## src/sv/scl_pkg.sv

```systemverilog
package scl_pkg;

   // character codes the parser looks at
   localparam logic [7:0] CH_NUL   = 8'd0;
   localparam logic [7:0] CH_TAB   = 8'd9;
   localparam logic [7:0] CH_LF    = 8'd10;
   localparam logic [7:0] CH_CR    = 8'd13;
   localparam logic [7:0] CH_SPACE = 8'd32;
   localparam logic [7:0] CH_PLUS  = 8'd43;
   localparam logic [7:0] CH_COMMA = 8'd44;
   localparam logic [7:0] CH_MINUS = 8'd45;
   localparam logic [7:0] CH_ZERO  = 8'd48;
   localparam logic [7:0] CH_NINE  = 8'd57;

   // register indexes
   localparam int CSR_INDEX_W = 3;
   localparam logic [CSR_INDEX_W-1:0] CSR_PULSE_MIN     = 3'd0;
   localparam logic [CSR_INDEX_W-1:0] CSR_PULSE_MAX     = 3'd1;
   localparam logic [CSR_INDEX_W-1:0] CSR_ANGLE_LIMIT   = 3'd2;
   localparam logic [CSR_INDEX_W-1:0] CSR_PERIOD        = 3'd3;
   localparam logic [CSR_INDEX_W-1:0] CSR_CHANNEL_LIMIT = 3'd4;
   localparam int CSR_DATA_W = 16;

   // register reset values
   localparam logic [15:0] PULSE_MIN_RESET     = 16'd500;
   localparam logic [15:0] PULSE_MAX_RESET     = 16'd2500;
   localparam logic [7:0]  ANGLE_LIMIT_RESET   = 8'd180;
   localparam logic [15:0] PERIOD_RESET        = 16'd20000;
   localparam logic [6:0]  CHANNEL_LIMIT_RESET = 7'd16;
   localparam logic [6:0]  CHANNEL_MAX         = 7'd64;

   // shared divider: 16-bit quotient; a tick quotient too wide for it is saturated
   localparam int DIV_W     = 16;
   localparam int DIV_NUM_W = 28;
   localparam int DIV_CNT_W = $clog2(DIV_W);
   localparam int PROD_W    = 24;
   localparam int TICK_SHIFT = 12;   // 4096 ticks per period

   typedef enum logic [2:0] {
      ST_OK          = 3'd0,
      ST_NO_COMMA    = 3'd1,
      ST_BAD_CHANNEL = 3'd2,
      ST_BAD_ANGLE   = 3'd3,
      ST_OVERFLOW    = 3'd4
   } status_type;

   typedef enum logic [2:0] {
      PH_BLANK  = 3'b001,
      PH_DIGITS = 3'b010,
      PH_STOP   = 3'b100
   } num_phase_type;

   typedef struct packed {
      num_phase_type phase;
      logic          negative;
      logic [15:0]   value;
   } num_type;

   localparam num_type NUM_CLEAR = '{phase: PH_BLANK, negative: 1'b0, value: 16'd0};

   // controller to datapath
   typedef struct packed {
      logic accept;     // input word taken this cycle
      logic mul;        // angle times pulse span
      logic div_start;  // load divider
      logic div_tick;   // divider operands: 0 interpolation, 1 tick conversion
      logic add;        // pulse width from quotient
      logic out_load;   // load ok result into output register
   } scl_cmd_type;

   // datapath to controller
   typedef struct packed {
      logic imm_result;  // accepted word gives an error or overflow result now
      logic need_calc;   // accepted word ends a good line
      logic div_done;    // divider finishes at this edge
   } scl_stat_type;

   function automatic logic is_blank(logic [7:0] c);
      return (c == CH_SPACE) || (c >= CH_TAB && c <= CH_CR);
   endfunction

   function automatic num_type num_feed(num_type n, logic [7:0] c);
      num_type     r;
      logic        digit;
      logic [19:0] v;
      r     = n;
      digit = (c >= CH_ZERO) && (c <= CH_NINE);
      v     = 20'(n.value) * 20'd10 + {16'd0, c[3:0]};
      unique case (n.phase)
         PH_BLANK: begin
            if (is_blank(c)) begin
               r = n;
            end else if (c == CH_PLUS || c == CH_MINUS) begin
               r.negative = (c == CH_MINUS);
               r.phase    = PH_DIGITS;
            end else if (digit) begin
               r.phase = PH_DIGITS;
               r.value = (v > 20'd65535) ? 16'hFFFF : v[15:0];
            end else begin
               r.phase = PH_STOP;
            end
         end
         PH_DIGITS: begin
            if (digit) begin
               r.value = (v > 20'd65535) ? 16'hFFFF : v[15:0];
            end else begin
               r.phase = PH_STOP;
            end
         end
         PH_STOP: begin
            r = n;
         end
         default: begin
            r = n;
         end
      endcase
      return r;
   endfunction

endpackage

```

## src/sv/scl_div.sv

```systemverilog
module scl_div (
   input  logic                           clock,
   input  logic                           reset,
   input  logic                           start,
   input  logic [scl_pkg::DIV_NUM_W-1:0]  dividend,
   input  logic [scl_pkg::DIV_W-1:0]      divisor,
   output logic                           done,
   output logic [scl_pkg::DIV_W-1:0]      quotient
);
   import scl_pkg::*;

   // restoring divider, one quotient bit per cycle; the caller must keep
   // the quotient within DIV_W bits, which the divider does not enforce
   logic                 busy_ff, busy_in;
   logic [DIV_CNT_W-1:0] cnt_ff, cnt_in;
   logic [DIV_W-1:0]     rem_ff, rem_in;
   logic [DIV_W-1:0]     quo_ff, quo_in;
   logic [DIV_W:0]       rem_sh;
   logic                 fits;

   assign rem_sh = {rem_ff, quo_ff[DIV_W-1]};
   assign fits   = rem_sh >= {1'b0, divisor};
   assign done   = busy_ff && (cnt_ff == DIV_CNT_W'(DIV_W - 1));
   assign quotient = quo_ff;

   always_comb begin
      busy_in = busy_ff;
      cnt_in  = cnt_ff;
      rem_in  = rem_ff;
      quo_in  = quo_ff;
      if (start) begin
         busy_in = 1'b1;
         cnt_in  = '0;
         rem_in  = DIV_W'(dividend[DIV_NUM_W-1:DIV_W]);
         quo_in  = dividend[DIV_W-1:0];
      end else if (busy_ff) begin
         rem_in = fits ? DIV_W'(rem_sh - {1'b0, divisor}) : rem_sh[DIV_W-1:0];
         quo_in = {quo_ff[DIV_W-2:0], fits};
         cnt_in = cnt_ff + 1'b1;
         if (done) begin
            busy_in = 1'b0;
         end
      end
   end

   always_ff @(posedge clock) begin
      if (reset) begin
         busy_ff <= 1'b0;
         cnt_ff  <= '0;
      end else begin
         busy_ff <= busy_in;
         cnt_ff  <= cnt_in;
      end
      rem_ff <= rem_in;
      quo_ff <= quo_in;
   end

endmodule

```

## src/sv/scl_dp.sv

```systemverilog
module scl_dp #(
   parameter int LINE_BUF_SIZE = 16
) (
   input  logic                              clock,
   input  logic                              reset,
   input  scl_pkg::scl_cmd_type              cmd,
   output scl_pkg::scl_stat_type             stat,
   input  logic [7:0]                        req_rx_byte,
   output logic [2:0]                        rsp_status,
   output logic [5:0]                        rsp_channel,
   output logic [15:0]                       rsp_tick,
   input  logic                              csr_write,
   input  logic [scl_pkg::CSR_INDEX_W-1:0]   csr_index,
   input  logic [scl_pkg::CSR_DATA_W-1:0]    csr_data
);
   import scl_pkg::*;

   localparam int LEN_W = $clog2(LINE_BUF_SIZE);

   // configuration
   logic [15:0] pulse_min_ff, pulse_max_ff, period_ff;
   logic [7:0]  angle_limit_ff;
   logic [6:0]  channel_limit_ff;

   // line state
   logic [LEN_W-1:0] len_ff, len_in;
   logic             comma_ff, comma_in;
   logic             zero_ff, zero_in;
   num_type          chan_ff, chan_in;
   num_type          ang_ff, ang_in;

   // calculation registers
   logic [5:0]        pend_chan_ff;
   logic [7:0]        angle_ff;
   logic [15:0]       span_ff;
   logic              span_neg_ff;
   logic [PROD_W-1:0] prod_ff;
   logic [15:0]       pulse_ff;

   // output payload
   status_type  out_status_ff;
   logic [5:0]  out_chan_ff;
   logic [15:0] out_tick_ff;

   logic [7:0]           c;
   logic                 eol;
   logic [6:0]           climit;
   logic                 bad_chan, bad_ang;
   status_type           line_status;
   logic [DIV_NUM_W-1:0] div_num;
   logic [DIV_W-1:0]     div_den;
   logic                 div_done;
   logic [DIV_W-1:0]     div_quo;
   logic [15:0]          interp;
   logic                 tick_sat;

   assign c        = req_rx_byte;
   assign eol      = (c == CH_LF) || (c == CH_CR);
   assign climit   = (channel_limit_ff > CHANNEL_MAX) ? CHANNEL_MAX : channel_limit_ff;
   assign bad_chan = (chan_ff.negative && chan_ff.value != 16'd0) ||
                     (chan_ff.value >= {9'd0, climit});
   assign bad_ang  = (ang_ff.negative && ang_ff.value != 16'd0) ||
                     (ang_ff.value > {8'd0, angle_limit_ff});

   always_comb begin
      priority if (!comma_ff) begin
         line_status = ST_NO_COMMA;
      end else if (bad_chan) begin
         line_status = ST_BAD_CHANNEL;
      end else if (bad_ang) begin
         line_status = ST_BAD_ANGLE;
      end else begin
         line_status = ST_OK;
      end
   end

   always_comb begin
      len_in          = len_ff;
      comma_in        = comma_ff;
      zero_in         = zero_ff;
      chan_in         = chan_ff;
      ang_in          = ang_ff;
      stat.imm_result = 1'b0;
      stat.need_calc  = 1'b0;
      stat.div_done   = div_done;
      if (cmd.accept) begin
         if (eol) begin
            if (len_ff != '0) begin
               len_in          = '0;
               comma_in        = 1'b0;
               zero_in         = 1'b0;
               chan_in         = NUM_CLEAR;
               ang_in          = NUM_CLEAR;
               stat.need_calc  = (line_status == ST_OK);
               stat.imm_result = (line_status != ST_OK);
            end
         end else if (len_ff >= LEN_W'(LINE_BUF_SIZE - 1)) begin
            len_in          = '0;
            comma_in        = 1'b0;
            zero_in         = 1'b0;
            chan_in         = NUM_CLEAR;
            ang_in          = NUM_CLEAR;
            stat.imm_result = 1'b1;
         end else begin
            len_in  = len_ff + 1'b1;
            zero_in = zero_ff || (c == CH_NUL);
            if (!zero_in) begin
               if (comma_ff) begin
                  ang_in = num_feed(ang_ff, c);
               end else begin
                  chan_in = num_feed(chan_ff, c);
                  if (c == CH_COMMA) begin
                     comma_in = 1'b1;
                  end
               end
            end
         end
      end
   end

   // shared divider: angle span interpolation, then tick conversion
   assign div_num = cmd.div_tick ? {pulse_ff, TICK_SHIFT'(0)} :
                                   DIV_NUM_W'(prod_ff);
   assign div_den = cmd.div_tick ? period_ff : DIV_W'(angle_limit_ff);

   scl_div u_div (
      .clock    (clock),
      .reset    (reset),
      .start    (cmd.div_start),
      .dividend (div_num),
      .divisor  (div_den),
      .done     (div_done),
      .quotient (div_quo)
   );

   assign interp   = (angle_limit_ff == 8'd0) ? 16'd0 : div_quo;
   // quotient above 16 bits exactly when pulse >= 16 * period
   assign tick_sat = {4'd0, pulse_ff} >= {period_ff, 4'd0};

   always_ff @(posedge clock) begin
      if (reset) begin
         pulse_min_ff     <= PULSE_MIN_RESET;
         pulse_max_ff     <= PULSE_MAX_RESET;
         angle_limit_ff   <= ANGLE_LIMIT_RESET;
         period_ff        <= PERIOD_RESET;
         channel_limit_ff <= CHANNEL_LIMIT_RESET;
      end else if (csr_write) begin
         unique case (csr_index)
            CSR_PULSE_MIN:     pulse_min_ff     <= csr_data[15:0];
            CSR_PULSE_MAX:     pulse_max_ff     <= csr_data[15:0];
            CSR_ANGLE_LIMIT:   angle_limit_ff   <= csr_data[7:0];
            CSR_PERIOD:        period_ff        <= csr_data[15:0];
            CSR_CHANNEL_LIMIT: channel_limit_ff <= csr_data[6:0];
            default: begin
            end
         endcase
      end
   end

   always_ff @(posedge clock) begin
      if (reset) begin
         len_ff   <= '0;
         comma_ff <= 1'b0;
         zero_ff  <= 1'b0;
         chan_ff  <= NUM_CLEAR;
         ang_ff   <= NUM_CLEAR;
      end else begin
         len_ff   <= len_in;
         comma_ff <= comma_in;
         zero_ff  <= zero_in;
         chan_ff  <= chan_in;
         ang_ff   <= ang_in;
      end
   end

   always_ff @(posedge clock) begin
      if (stat.need_calc) begin
         pend_chan_ff <= chan_ff.value[5:0];
         angle_ff     <= ang_ff.value[7:0];
         span_neg_ff  <= pulse_max_ff < pulse_min_ff;
         span_ff      <= (pulse_max_ff < pulse_min_ff) ? pulse_min_ff - pulse_max_ff :
                                                         pulse_max_ff - pulse_min_ff;
      end
      if (cmd.mul) begin
         prod_ff <= PROD_W'(angle_ff) * PROD_W'(span_ff);
      end
      if (cmd.add) begin
         pulse_ff <= span_neg_ff ? pulse_min_ff - interp : pulse_min_ff + interp;
      end
      if (stat.imm_result) begin
         out_status_ff <= (eol) ? line_status : ST_OVERFLOW;
         out_chan_ff   <= 6'd0;
         out_tick_ff   <= 16'd0;
      end else if (cmd.out_load) begin
         out_status_ff <= ST_OK;
         out_chan_ff   <= pend_chan_ff;
         out_tick_ff   <= tick_sat ? 16'hFFFF : div_quo;
      end
   end

   assign rsp_status  = out_status_ff;
   assign rsp_channel = out_chan_ff;
   assign rsp_tick    = out_tick_ff;

endmodule

```

## src/sv/scl_ctrl.sv

```systemverilog
module scl_ctrl (
   input  logic                   clock,
   input  logic                   reset,
   input  logic                   req_valid,
   output logic                   req_stall,
   output logic                   rsp_valid,
   input  logic                   rsp_stall,
   output scl_pkg::scl_cmd_type   cmd,
   input  scl_pkg::scl_stat_type  stat
);
   import scl_pkg::*;

   typedef enum logic [7:0] {
      S_IDLE   = 8'b0000_0001,
      S_MUL    = 8'b0000_0010,
      S_START1 = 8'b0000_0100,
      S_WAIT1  = 8'b0000_1000,
      S_ADD    = 8'b0001_0000,
      S_START2 = 8'b0010_0000,
      S_WAIT2  = 8'b0100_0000,
      S_DONE   = 8'b1000_0000
   } state_type;

   state_type state_ff, state_in;
   logic      rsp_valid_ff, rsp_valid_in;
   logic      out_free;

   assign out_free  = !rsp_valid_ff || !rsp_stall;
   assign req_stall = (state_ff != S_IDLE) || !out_free;
   assign rsp_valid = rsp_valid_ff;

   always_comb begin
      state_in      = state_ff;
      cmd           = '0;
      cmd.accept    = req_valid && !req_stall;
      unique case (state_ff)
         S_IDLE: begin
            if (cmd.accept && stat.need_calc) begin
               state_in = S_MUL;
            end
         end
         S_MUL: begin
            cmd.mul  = 1'b1;
            state_in = S_START1;
         end
         S_START1: begin
            cmd.div_start = 1'b1;
            state_in      = S_WAIT1;
         end
         S_WAIT1: begin
            if (stat.div_done) begin
               state_in = S_ADD;
            end
         end
         S_ADD: begin
            cmd.add  = 1'b1;
            state_in = S_START2;
         end
         S_START2: begin
            cmd.div_start = 1'b1;
            cmd.div_tick  = 1'b1;
            state_in      = S_WAIT2;
         end
         S_WAIT2: begin
            cmd.div_tick = 1'b1;
            if (stat.div_done) begin
               state_in = S_DONE;
            end
         end
         S_DONE: begin
            cmd.div_tick = 1'b1;
            if (out_free) begin
               cmd.out_load = 1'b1;
               state_in     = S_IDLE;
            end
         end
         default: begin
            state_in = S_IDLE;
         end
      endcase
   end

   always_comb begin
      if ((cmd.accept && stat.imm_result) || cmd.out_load) begin
         rsp_valid_in = 1'b1;
      end else begin
         rsp_valid_in = rsp_valid_ff && rsp_stall;
      end
   end

   always_ff @(posedge clock) begin
      if (reset) begin
         state_ff     <= S_IDLE;
         rsp_valid_ff <= 1'b0;
      end else begin
         state_ff     <= state_in;
         rsp_valid_ff <= rsp_valid_in;
      end
   end

   // a new result never lands on a word still waiting at the output
   a_no_overwrite: assert property (@(posedge clock) disable iff (reset)
      ((cmd.accept && stat.imm_result) || cmd.out_load) |-> out_free)
      else $error("result loaded over pending output word");

   // divider only finishes while the controller waits on it
   a_div_done_in_wait: assert property (@(posedge clock) disable iff (reset)
      stat.div_done |-> (state_ff == S_WAIT1 || state_ff == S_WAIT2))
      else $error("divider finished outside a wait state");

   // a good line end starts the calculation
   a_calc_starts: assert property (@(posedge clock) disable iff (reset)
      (cmd.accept && stat.need_calc) |=> (state_ff == S_MUL))
      else $error("good line end did not start calculation");

   // one line end never yields both an immediate and a calculated result
   a_one_result: assert property (@(posedge clock) disable iff (reset)
      !(stat.imm_result && stat.need_calc))
      else $error("line end flagged for two results");

endmodule

```

## src/sv/servo_command_line_parser.sv

```systemverilog
// servo command line parser
// req channel: one received byte per word (req_rx_byte), valid/stall handshake.
// lines read "channel,angle" and end on CR or LF; empty lines give nothing.
// rsp channel: one word per non-empty line end or per overflow, carrying
// rsp_status, rsp_channel and rsp_tick (channel and tick are zero on error).
// csr channel: valid/ready write of register csr_index with csr_data; ready
// is always high; registers are pulse min, pulse max, angle limit,
// pwm period and channel limit in that index order.
// timing: a data byte is taken while idle with the output free; an error or
// overflow result is in the output register in the cycle after its byte; an
// ok result holds off input until loaded, set by two passes of the shared
// restoring divider (angle interpolation, then tick conversion).
// the output register holds one result word; while that word waits under a
// stalled receiver every further input word is held off until it is taken.
// reset (synchronous) restores register defaults and clears the line state.
module servo_command_line_parser #(
   parameter int LINE_BUF_SIZE = 16
) (
   input  logic                              clock,
   input  logic                              reset,
   // byte input
   input  logic                              req_valid,
   output logic                              req_stall,
   input  logic [7:0]                        req_rx_byte,
   // result output
   output logic                              rsp_valid,
   input  logic                              rsp_stall,
   output logic [2:0]                        rsp_status,
   output logic [5:0]                        rsp_channel,
   output logic [15:0]                       rsp_tick,
   // register writes
   input  logic                              csr_valid,
   output logic                              csr_ready,
   input  logic [scl_pkg::CSR_INDEX_W-1:0]   csr_index,
   input  logic [scl_pkg::CSR_DATA_W-1:0]    csr_data
);
   import scl_pkg::*;

   scl_cmd_type  cmd;
   scl_stat_type stat;

   // writes go straight into the registers, so the port never pushes back
   assign csr_ready = 1'b1;

   // sequencer: byte accept, multiply, two divider passes, result load
   scl_ctrl u_ctrl (
      .clock     (clock),
      .reset     (reset),
      .req_valid (req_valid),
      .req_stall (req_stall),
      .rsp_valid (rsp_valid),
      .rsp_stall (rsp_stall),
      .cmd       (cmd),
      .stat      (stat)
   );

   // line parser, configuration registers, arithmetic and output payload
   scl_dp #(
      .LINE_BUF_SIZE (LINE_BUF_SIZE)
   ) u_dp (
      .clock       (clock),
      .reset       (reset),
      .cmd         (cmd),
      .stat        (stat),
      .req_rx_byte (req_rx_byte),
      .rsp_status  (rsp_status),
      .rsp_channel (rsp_channel),
      .rsp_tick    (rsp_tick),
      .csr_write   (csr_valid && csr_ready),
      .csr_index   (csr_index),
      .csr_data    (csr_data)
   );

endmodule
```

## config.mk

```make
export PLATFORM = sky130hd
export DESIGN_NAME = servo_command_line_parser
export DESIGN_NICKNAME = d
export VERILOG_FILES = /design/src/sv/scl_pkg.sv /design/src/sv/scl_div.sv /design/src/sv/scl_dp.sv /design/src/sv/scl_ctrl.sv /design/src/sv/servo_command_line_parser.sv
export SDC_FILE = /design/constraint.sdc
export NUM_CORES = 1
export LEC_CHECK = 0
export ABC_CLOCK_PERIOD_IN_PS = 6420
export BUFFER_PORTS_ARGS = -buffer_cell sky130_fd_sc_hd__buf_2
export CELL_PAD_IN_SITES_DETAIL_PLACEMENT = 1
export CELL_PAD_IN_SITES_GLOBAL_PLACEMENT = 1
export CORE_ASPECT_RATIO = 0.5
export CORE_MARGIN = 4
export CORE_UTILIZATION = 50
export CTS_BUF_LIST = sky130_fd_sc_hd__clkbuf_16
export DETAILED_ROUTE_END_ITERATION = 12
export GPL_ROUTABILITY_DRIVEN = 0
export PLACE_DENSITY_LB_ADDON = 0.3
export SLEW_MARGIN = 5
export SYNTH_ARGS = -nofsm -noshare
export SYNTH_HDL_FRONTEND = slang
export SYNTH_SLANG_ARGS = --single-unit
```

## constraint.sdc

```tcl
create_clock -name clock -period 6.42 [get_ports clock]
set_clock_uncertainty 0.15 [all_clocks]
set_input_delay 0.963 -clock clock [delete_from_list [all_inputs] [get_ports clock]]
set_output_delay 0.963 -clock clock [all_outputs]
set_load 0.01 [all_outputs]
```

Yosys cells after proc, flatten, opt, wreduce, memory -nomap -nowiden
Index checks and enable logic that the tools add are counted.
{"block": "totals", "ff_bits": 251, "in_bits": 32, "output_inout_bits": 28, "word_cells": 224}
{"block": "classes", "addsub": 9, "mul": 3, "magnitude_cmp": 13, "eq_ne": 38, "mux": 76, "reduce_logical": 55}
{"cell": "2-to-1 mux 16 bit", "count": 14}
{"cell": "2-to-1 mux 20 bit", "count": 11}
{"cell": "case mux 16 bit (2 select lines)", "count": 2}
{"cell": "case mux 8 bit (8 select lines)", "count": 1}
{"cell": "subtractor 16 bit", "count": 4}
{"cell": "AND reduction 7 bit", "count": 6}
{"cell": "adder 20 x 4 -> 20 bit", "count": 2}
{"cell": "== test 8 x 6 -> 1 bit (second input constant)", "count": 5}
{"cell": "> comparator 20 x 16 -> 1 bit (second input constant)", "count": 2}
{"cell": "multiplier 16 x 3 -> 19 bit (second input constant)", "count": 2}
{"cell": "2-to-1 mux 8 bit", "count": 4}
{"cell": "nonzero test 16 bit", "count": 2}
{"cell": "2-to-1 mux 28 bit", "count": 1}
{"cell": "== test 8 x 4 -> 1 bit (second input constant)", "count": 3}
{"cell": "multiplier 8 x 16 -> 24 bit", "count": 1}
{"cell": "2-to-1 mux 1 bit", "count": 24}
{"cell": "2-to-1 mux 12 bit", "count": 2}
{"cell": "2-to-1 mux 3 bit", "count": 8}
{"cell": "inequality test 4 x 2 -> 1 bit (second input constant)", "count": 6}
{"cell": ">= comparator 16 x 20 -> 1 bit", "count": 1}
{"cell": ">= comparator 17 x 16 -> 1 bit", "count": 1}
{"cell": "adder 16 bit", "count": 1}
{"cell": ">= comparator 16 x 7 -> 1 bit", "count": 1}
{"cell": "> comparator 16 x 8 -> 1 bit", "count": 1}
{"cell": "40 further kinds", "count": 89}

Depth between registers and ports, before layout
Gate-level depths: netlist of run 1.
{"block": "depth", "ltp_word": 13, "ltp_mapped": 20}

By module
Synthesis of run 1 repeated with hierarchy kept, for this count alone.
{"block": "hier_totals", "cells_unflattened": 2298, "hier_area_um2": 20748.6}
{"mod": "scl_dp", "instances": 1, "cells_each": 1937, "area_per_inst_um2": 17376.7, "seq_area_each_um2": 4844.6}
{"mod": "scl_div", "instances": 1, "cells_each": 282, "area_per_inst_um2": 2702.6, "seq_area_each_um2": 1021.0}
{"mod": "scl_ctrl", "instances": 1, "cells_each": 77, "area_per_inst_um2": 658.1, "seq_area_each_um2": 180.2}
{"mod": "servo_command_line_parser", "instances": 1, "cells_each": 2, "area_per_inst_um2": 11.3, "seq_area_each_um2": 0.0}

Worst setup path before layout of run 1
Ideal clock, no wire load.
{"block": "synth_timing", "path_kind": "register to register", "start": "register u_dp.chan_ff[0] (netlist name)", "end": "register u_dp.angle_ff[0], enable pin", "setup_ps": 497, "t_arrival_ps": 5066, "required_ps": 5773, "slack_ps": 707, "path_stages_with_launch": 11, "synth_period_minus_slack_ps": 5713, "path_cell_list": "dfxtp_1 -> inv_1 -> ha_1 -> nand2b_1 -> a21o_1 -> a21o_1 -> a21o_1 -> a211o_1 -> a21oi_1 -> nand2_1 -> nor4_1"}
{"element": "from (decl)", "line": "scl_dp.sv:29", "text": "num_type chan_ff, chan_in;"}
{"element": "from (signal assigned)", "line": "scl_dp.sv:171", "text": "chan_ff <= chan_in;"}
{"element": "to (signal assigned)", "line": "scl_dp.sv:179", "text": "angle_ff <= ang_ff.value[7:0];"}
{"element": "to (decl)", "line": "scl_dp.sv:34", "text": "logic [7:0] angle_ff;"}

Worst setup path after layout of run 1
{"block": "layout_timing", "start": "register u_dp.angle_ff[7]", "end": "register u_dp.prod_ff[23], data pin"}
{"block": "layout_between", "elab_chain_len": 1}
{"element": "multiplier 8 x 16 -> 24 bit", "line": "scl_dp.sv:185", "text": "prod_ff <= PROD_W'(angle_ff) * PROD_W'(span_ff);"}
{"element": "to (signal assigned)", "line": "scl_dp.sv:185"}
{"element": "to (decl)", "line": "scl_dp.sv:37", "text": "logic [PROD_W-1:0] prod_ff;"}
No other way between the ends.
A chain may end at the register's enable or synchronous reset.

==> flow_metrics.env, run 1 <==
export IMPL_p_clk_share_pct=44.4
export IMPL_tns_ps=0
export IMPL_grt_pass1_vias=18100
export IMPL_fp_coreArea_sq_um=39400
export IMPL_insertion_delay_ps=580
export IMPL_antenna_found_initial=3
export IMPL_n_antenna_cell=0
export IMPL_ys_async_sr_fraction_pct=0
export IMPL_synth_top_cells_by_area="edfxtp_1, dfxtp_1, ha_1, fa_1, nand2_1"
export IMPL_finalHoldViolCount=0
export IMPL_drtIter0Drc=1397
export IMPL_cts_resized=0
export IMPL_totalPowerFinal_w=0.00375
export IMPL_vias=17400
export IMPL_p_int_w=0.00274
export IMPL_finalNetCount=2656
export IMPL_critPathMaxFanout=16
export IMPL_cts_sinks=251
export IMPL_root_buffer="clkbuf_16"
export IMPL_rrSetupSlack_ps=840
export IMPL_synthDistinctLibCells=82
export IMPL_dpl_hpwl_um=48700
export IMPL_htree_num_levels=1
export IMPL_avgSynthCellArea_sq_um=8.75
export IMPL_drv_cap=0
export IMPL_outcome="completed"
export IMPL_num_io_pins=60
export IMPL_die_area_sq_um=43900
export IMPL_cp_required_ps=6590
export IMPL_yosys_area_top_type="edfxtp_1"
export IMPL_syn_area_sq_um=20200
export IMPL_hold_class="reg -> reg"
export IMPL_crit_chain="nand2_1 -> fa_1 -> inv_1 -> fa_1 -> fa_1 -> fa_1 -> ha_1 -> o21a_1 -> o21ai_0 -> o21ba_2 -> o21ai_0 -> a31oi_1 -> a22oi_1 -> a21oi_1 -> xnor2_1"
export IMPL_crit_path_top_delay_cell="edfxtp_1"
export IMPL_cts_tree="yes"
export IMPL_p_sw_w=0.00101
export IMPL_synth_common_cells="nand2_1, ha_1, inv_1"
export IMPL_drc=0
export IMPL_nFillCells=4652
export IMPL_die_h_um=150
export IMPL_dpl_cell_area_sq_um=21000
export IMPL_antenna_left=0
export IMPL_postCtsSetupRepairBufs=0
export IMPL_wl_um=62900
export IMPL_cp_end_kind="flip-flop"
export IMPL_portBuffers=58
export IMPL_drv_slew=0
export IMPL_worstSetupPathType="reg -> reg"
export IMPL_path_clk_slew_ps=70
export IMPL_holdWs_ps=307
export IMPL_tightest_slew_ps=1130
export IMPL_yosysWarningCount=0
export IMPL_gr_total_overflow=0
export IMPL_rows=51
export IMPL_setup_violations=0
export IMPL_design_area_sq_um=21900
export IMPL_grt_pass1_wl_um=101000
export IMPL_initial_core_util_pct=51.3
export IMPL_arrival_ps=5750
export IMPL_combinationalPowerShare_pct=10.2
export IMPL_synth_fp_nets=2636
export IMPL_viasPerCell=6.02
export IMPL_crit_top_cell="fa_1"
export IMPL_cts_hold_buf=0
export IMPL_grt_usage_pct=28.8
export IMPL_synth_most_common_cell="nand2_1"
export IMPL_worst_ir_drop_vdd_v=0.000178
export IMPL_p_sw_share_pct=26.9
export IMPL_seq_area_frac_synth_pct=29.9
export IMPL_synth_seq_cells=251
export IMPL_drive_gt1_share_pct=7.35
export IMPL_synth_edf_count=102
export IMPL_seqPwrFrac_pct=45.4
export IMPL_p_leak_nw=9.56
export IMPL_slowest_delay_ps=740
export IMPL_die_width_um=292
export IMPL_dr_pass1_iters=5
export IMPL_critPathLaunchType="flip-flop"
export IMPL_fmax_ghz=0.179
export IMPL_cts_buffers=27
export IMPL_synthCells=2313
export IMPL_synth_flop_cell="dfxtp_1"
export IMPL_maxSlewHeadroom_pct=24.0
export IMPL_period_needed_ps=5580
export IMPL_p_per_area_nw_per_um2=171
export IMPL_syn2layout_area_growth_pct=8.47
export IMPL_wl_per_cell_um=21.8
export IMPL_period_share_pct=87.0
export IMPL_cts_path_max_buffers=3
export IMPL_rsz0062_at_grt="no"
export IMPL_yosys_area_top_type_share_pct=15.1
export IMPL_grt_max_degree=79
## area by class of cell
class / instances / area [sq um] / share of cell area [%]
inverters: 180 / 676 / 3.08
clock buffers: 30 / 751 / 3.42
well taps: 530 / 663 / 3.02
flip-flops and latches: 251 / 6050 / 27.6
repair buffers: 73 / 403 / 1.84
clock inverters: 20 / 183 / 0.833
multi-input cells: 1800 / 13200 / 60.3
## cell families (layout without fill, tap and decap cells)
| logic type | after synthesis | in the layout | synth area share [%] |
|---|---|---|---|
| AND/OR/NAND/NOR | 841 | 841 | 20.0 |
| AO/OA/AOI/OAI | 486 | 486 | 15.3 |
| adder cells (fa/ha/maj) | 291 | 291 | 21.4 |
| buffers and inverters | 262 | 303 | 4.97 |
| flip-flops | 251 | 251 | 29.9 |
| XOR/XNOR | 110 | 110 | 4.80 |
| multiplexers | 71 | 71 | 3.59 |
| other | 1 | 1 | 0.0185 |
## worst max-delay path: cells and delay by family (launching register included)
kind                       cells  cell delay (ps)
DFF                            1              740
buffers and inverters          1               60
and+or+nand+nor                1              180
adders and majority gates      5             2440
AOI/OAI and AO/OA              7             1610
xor gates and xnor gates       1              160
## worst paths after layout
path                         endpoint                start  cells after the start
setup / recovery     u_dp.prod_ff[23]     u_dp.angle_ff[7]                     15
hold / removal    u_dp.rsp_channel[3]  u_dp.rsp_channel[3]                      2
setup reg to reg     u_dp.prod_ff[23]     u_dp.angle_ff[7]                     15
hold reg to reg   u_dp.rsp_channel[3]  u_dp.rsp_channel[3]                      2
## state kept, by name, indices dropped and copies added, names as in the netlist, 7 cells and up
name,flops
u_dp.ang_ff,20
u_dp.rsp_tick,16
u_dp.chan_ff,20
u_dp.channel_limit_ff,7
u_dp.pulse_min_ff,16
u_dp.prod_ff,24
u_dp.angle_ff,8
u_dp.u_div.quotient,16
u_ctrl.state_ff,8
u_dp.angle_limit_ff,8
u_dp.pulse_max_ff,16
u_dp.u_div.rem_ff,16
u_dp.span_ff,16
u_dp.period_ff,16
u_dp.pulse_ff,16
## power groups by stage
| stage | Clock [W] | Combinational, W | Sequential [W] |
|---|---|---|---|
| after floorplan | 0 | 0.000265 | 0.00173 |
| after global placement | 0 | 0.000361 | 0.00174 |
| after detailed placement | 0 | 0.000372 | 0.00174 |
| after CTS | 0.00168 | 0.000377 | 0.00170 |
| after global routing | 0.00176 | 0.000423 | 0.00171 |
| final | 0.00167 | 0.000381 | 0.00170 |
## stage by stage
step	utilization [%]	instances	setup slack, ps
floorplan	-	2313	707
global placement	53.3	2834	1170
detailed placement	53.3	2834	1020
CTS	55.6	2884	870
global route	55.6	2884	461
finish	55.6	2884	837
## cells in the final DEF, fill, tap and decap left out, drive strengths merged, types with 26 or more instances in the layout
cell type	instances
o21ai	125
buf	73
nor3	54
nor2b	26
ha	199
nand2	347
dfxtp	149
and2	71
a21oi	147
nor2	134
nand3	48
a21o	41
fa	92
clkbuf	30
xor2	37
mux2i	58
xnor2	73
inv	195
edfxtp	102
## per-layer routing
| metal | vias to the layer above | track usage [%] | wire, um |
|---|---|---|---|
| met5 | - | 0 | 36 |
| met4 | 6 | 6.34 | 1460 |
| met3 | 103 | 5.54 | 4360 |
| met2 | 471 | 47.9 | 29100 |
| met1 | 8676 | 39.5 | 28000 |
| li1 | 8112 | - | - |
No activity file was read; power rests on OpenSTA's default activity.
==> inputs of run 2 (changes only) <==
Settings changed: BUFFER_PORTS_ARGS -buffer_cell sky130_fd_sc_hd__buf_2 to not set, CORE_UTILIZATION 50 to 51, DONT_BUFFER_PORTS set to 1.
==> run 2 against run 1 <==
Setup slack gained 140 ps. Critical path depth stayed put. Non-clock buffer count fell by 61. Global-route usage increased by 0.10 points. Core utilization is 0.38 points lower. Critical path type unchanged.
==> flow_metrics.env, run 2 (same netlist as run 1, synthesis figures left out) <==
export IMPL_outcome="completed"
export IMPL_worst_ir_drop_vdd_v=0.000125
export IMPL_finalHoldViolCount=0
export IMPL_nFillCells=4568
export IMPL_dpl_hpwl_um=47900
export IMPL_dr_pass1_iters=5
export IMPL_period_share_pct=84.8
export IMPL_finalNetCount=2594
export IMPL_tightest_slew_ps=1120
export IMPL_drc=0
export IMPL_p_per_area_nw_per_um2=168
export IMPL_tns_ps=0
export IMPL_cts_path_max_buffers=3
export IMPL_cts_tree="yes"
export IMPL_cts_resized=0
export IMPL_cts_buffers=26
export IMPL_postCtsSetupRepairBufs=0
export IMPL_antenna_found_initial=3
export IMPL_syn2layout_area_growth_pct=6.51
export IMPL_combinationalPowerShare_pct=9.4
export IMPL_arrival_ps=5610
export IMPL_maxSlewHeadroom_pct=25.2
export IMPL_p_clk_share_pct=43.4
export IMPL_gr_total_overflow=0
export IMPL_p_int_w=0.00268
export IMPL_worstSetupPathType="reg -> reg"
export IMPL_fmax_ghz=0.184
export IMPL_n_antenna_cell=0
export IMPL_multiInputGateArea_sq_um=13200
export IMPL_insertion_delay_ps=570
export IMPL_seqPwrFrac_pct=47.2
export IMPL_regArea_sq_um=6050
export IMPL_critPathMaxFanout=16
export IMPL_wl_per_cell_um=22.2
export IMPL_wl_um=62600
export IMPL_regMostFlops="u_dp.prod_ff"
export IMPL_path_clk_slew_ps=70
export IMPL_drv_cap=0
export IMPL_top_regs="u_dp.prod_ff: 24 flops, u_dp.ang_ff: 20 flops, u_dp.chan_ff: 20 flops"
export IMPL_drv_slew=0
export IMPL_setup_violations=0
export IMPL_viasPerCell=6.06
export IMPL_die_h_um=149
export IMPL_rsz0062_at_grt="no"
export IMPL_htree_num_levels=1
export IMPL_largest_reg_flops=24
export IMPL_root_buffer="clkbuf_16"
export IMPL_p_sw_w=0.000936
export IMPL_portBuffers=0
export IMPL_die_width_um=290
export IMPL_vias=17100
export IMPL_cp_required_ps=6580
export IMPL_cts_hold_buf=0
export IMPL_initial_core_util_pct=51.9
export IMPL_finalNonFillerCells=2821
export IMPL_final_common_cell="nand2_1"
export IMPL_cp_end_kind="flip-flop"
export IMPL_antenna_left=0
export IMPL_rows=51
export IMPL_fp_coreArea_sq_um=39000
export IMPL_critPathLaunchType="flip-flop"
export IMPL_grt_pass1_vias=17800
export IMPL_grt_pass1_wl_um=98700
export IMPL_drtIter0Drc=1114
export IMPL_cts_sinks=251
export IMPL_num_io_pins=60
export IMPL_period_needed_ps=5440
export IMPL_hold_class="reg -> reg"
export IMPL_die_area_sq_um=43100
export IMPL_grt_usage_pct=29.0
export IMPL_grt_max_degree=91
export IMPL_dpl_cell_count=2773
export IMPL_layout_common_cells="nand2_1, ha_1, inv_1"
export IMPL_p_leak_nw=9.25
export IMPL_p_sw_share_pct=25.9
export IMPL_drive_gt1_share_pct=4.45
run 2: cell count changes in the layout (fill, tap and decap cells not counted), moves of 2 or more:
cell,delta
buf_2,-58
inv_6,-5
clkinv_1,+4
buf_4,-3
inv_4,-2
inv_1,+3
clkbuf_16,-3
run 2: power groups by stage:
| stage | clock network [W] | registers (W) | logic (W) |
|---|---|---|---|
| global placement | 0 | 0.00174 | 0.000322 |
| floorplan | 0 | 0.00173 | 0.000265 |
| detailed placement | 0 | 0.00174 | 0.000332 |
| finish | 0.00157 | 0.00170 | 0.000341 |
| CTS | 0.00157 | 0.00170 | 0.000337 |
| global route | 0.00165 | 0.00171 | 0.000377 |
run 2: final timing paths:
kind	from	endpoint	slack, ps	cells after the start
hold / removal	u_dp.ang_ff[17]	u_dp.ang_ff[17]	310	2
setup / recovery	u_dp.angle_ff[7]	u_dp.prod_ff[21]	980	15
hold reg to reg	u_dp.ang_ff[17]	u_dp.ang_ff[17]	310	2
setup reg to reg	u_dp.angle_ff[7]	u_dp.prod_ff[21]	980	15
run 2: final cells by class:
cell class / count / area share [%]
clock inverter: 21 / 0.819
clock buffer: 27 / 3.14
tap: 530 / 3.08
inverter: 180 / 3.14
sequential: 251 / 28.1
multi-input combinational: 1800 / 61.4
timing repair buffer: 12 / 0.418
run 2: metal layers:
metal	GRT usage (%)	share of wire (%)
met5	0	0.070
met4	8.52	3.1
met3	6.14	6.4
met2	47.1	46
met1	39.1	45
run 2: per-stage QoR:
step / worst slack [ps] / hold WS (ps) / area [sq um] / power [W] / util (%)
6_report: 978 / 308 / 21500 / 0.00361 / 55.3
5_1_grt: 633 / 300 / 21500 / 0.00374 / 55.3
4_1_cts: 970 / 308 / 21500 / 0.00361 / 55.3
3_5_place_dp: 980 / 298 / 20700 / 0.00207 / 53.1
3_3_place_gp: 1210 / 295 / 20700 / 0.00206 / 53.1
2_1_floorplan: 707 / 281 / 20200 / 0.00199 / -
run 2: critical path: stages, from the launching register on:
cell      delay, ps
edfxtp_1        710
nand2_1         190
fa_1            560
fa_1            560
inv_1            60
fa_1            460
fa_1            490
ha_1            350
o21a_1          210
o21ai_0         300
o21ba_2         220
o21ai_0         210
a31oi_1         190
a22oi_1         240
nor2b_1         190
xnor2_1          80
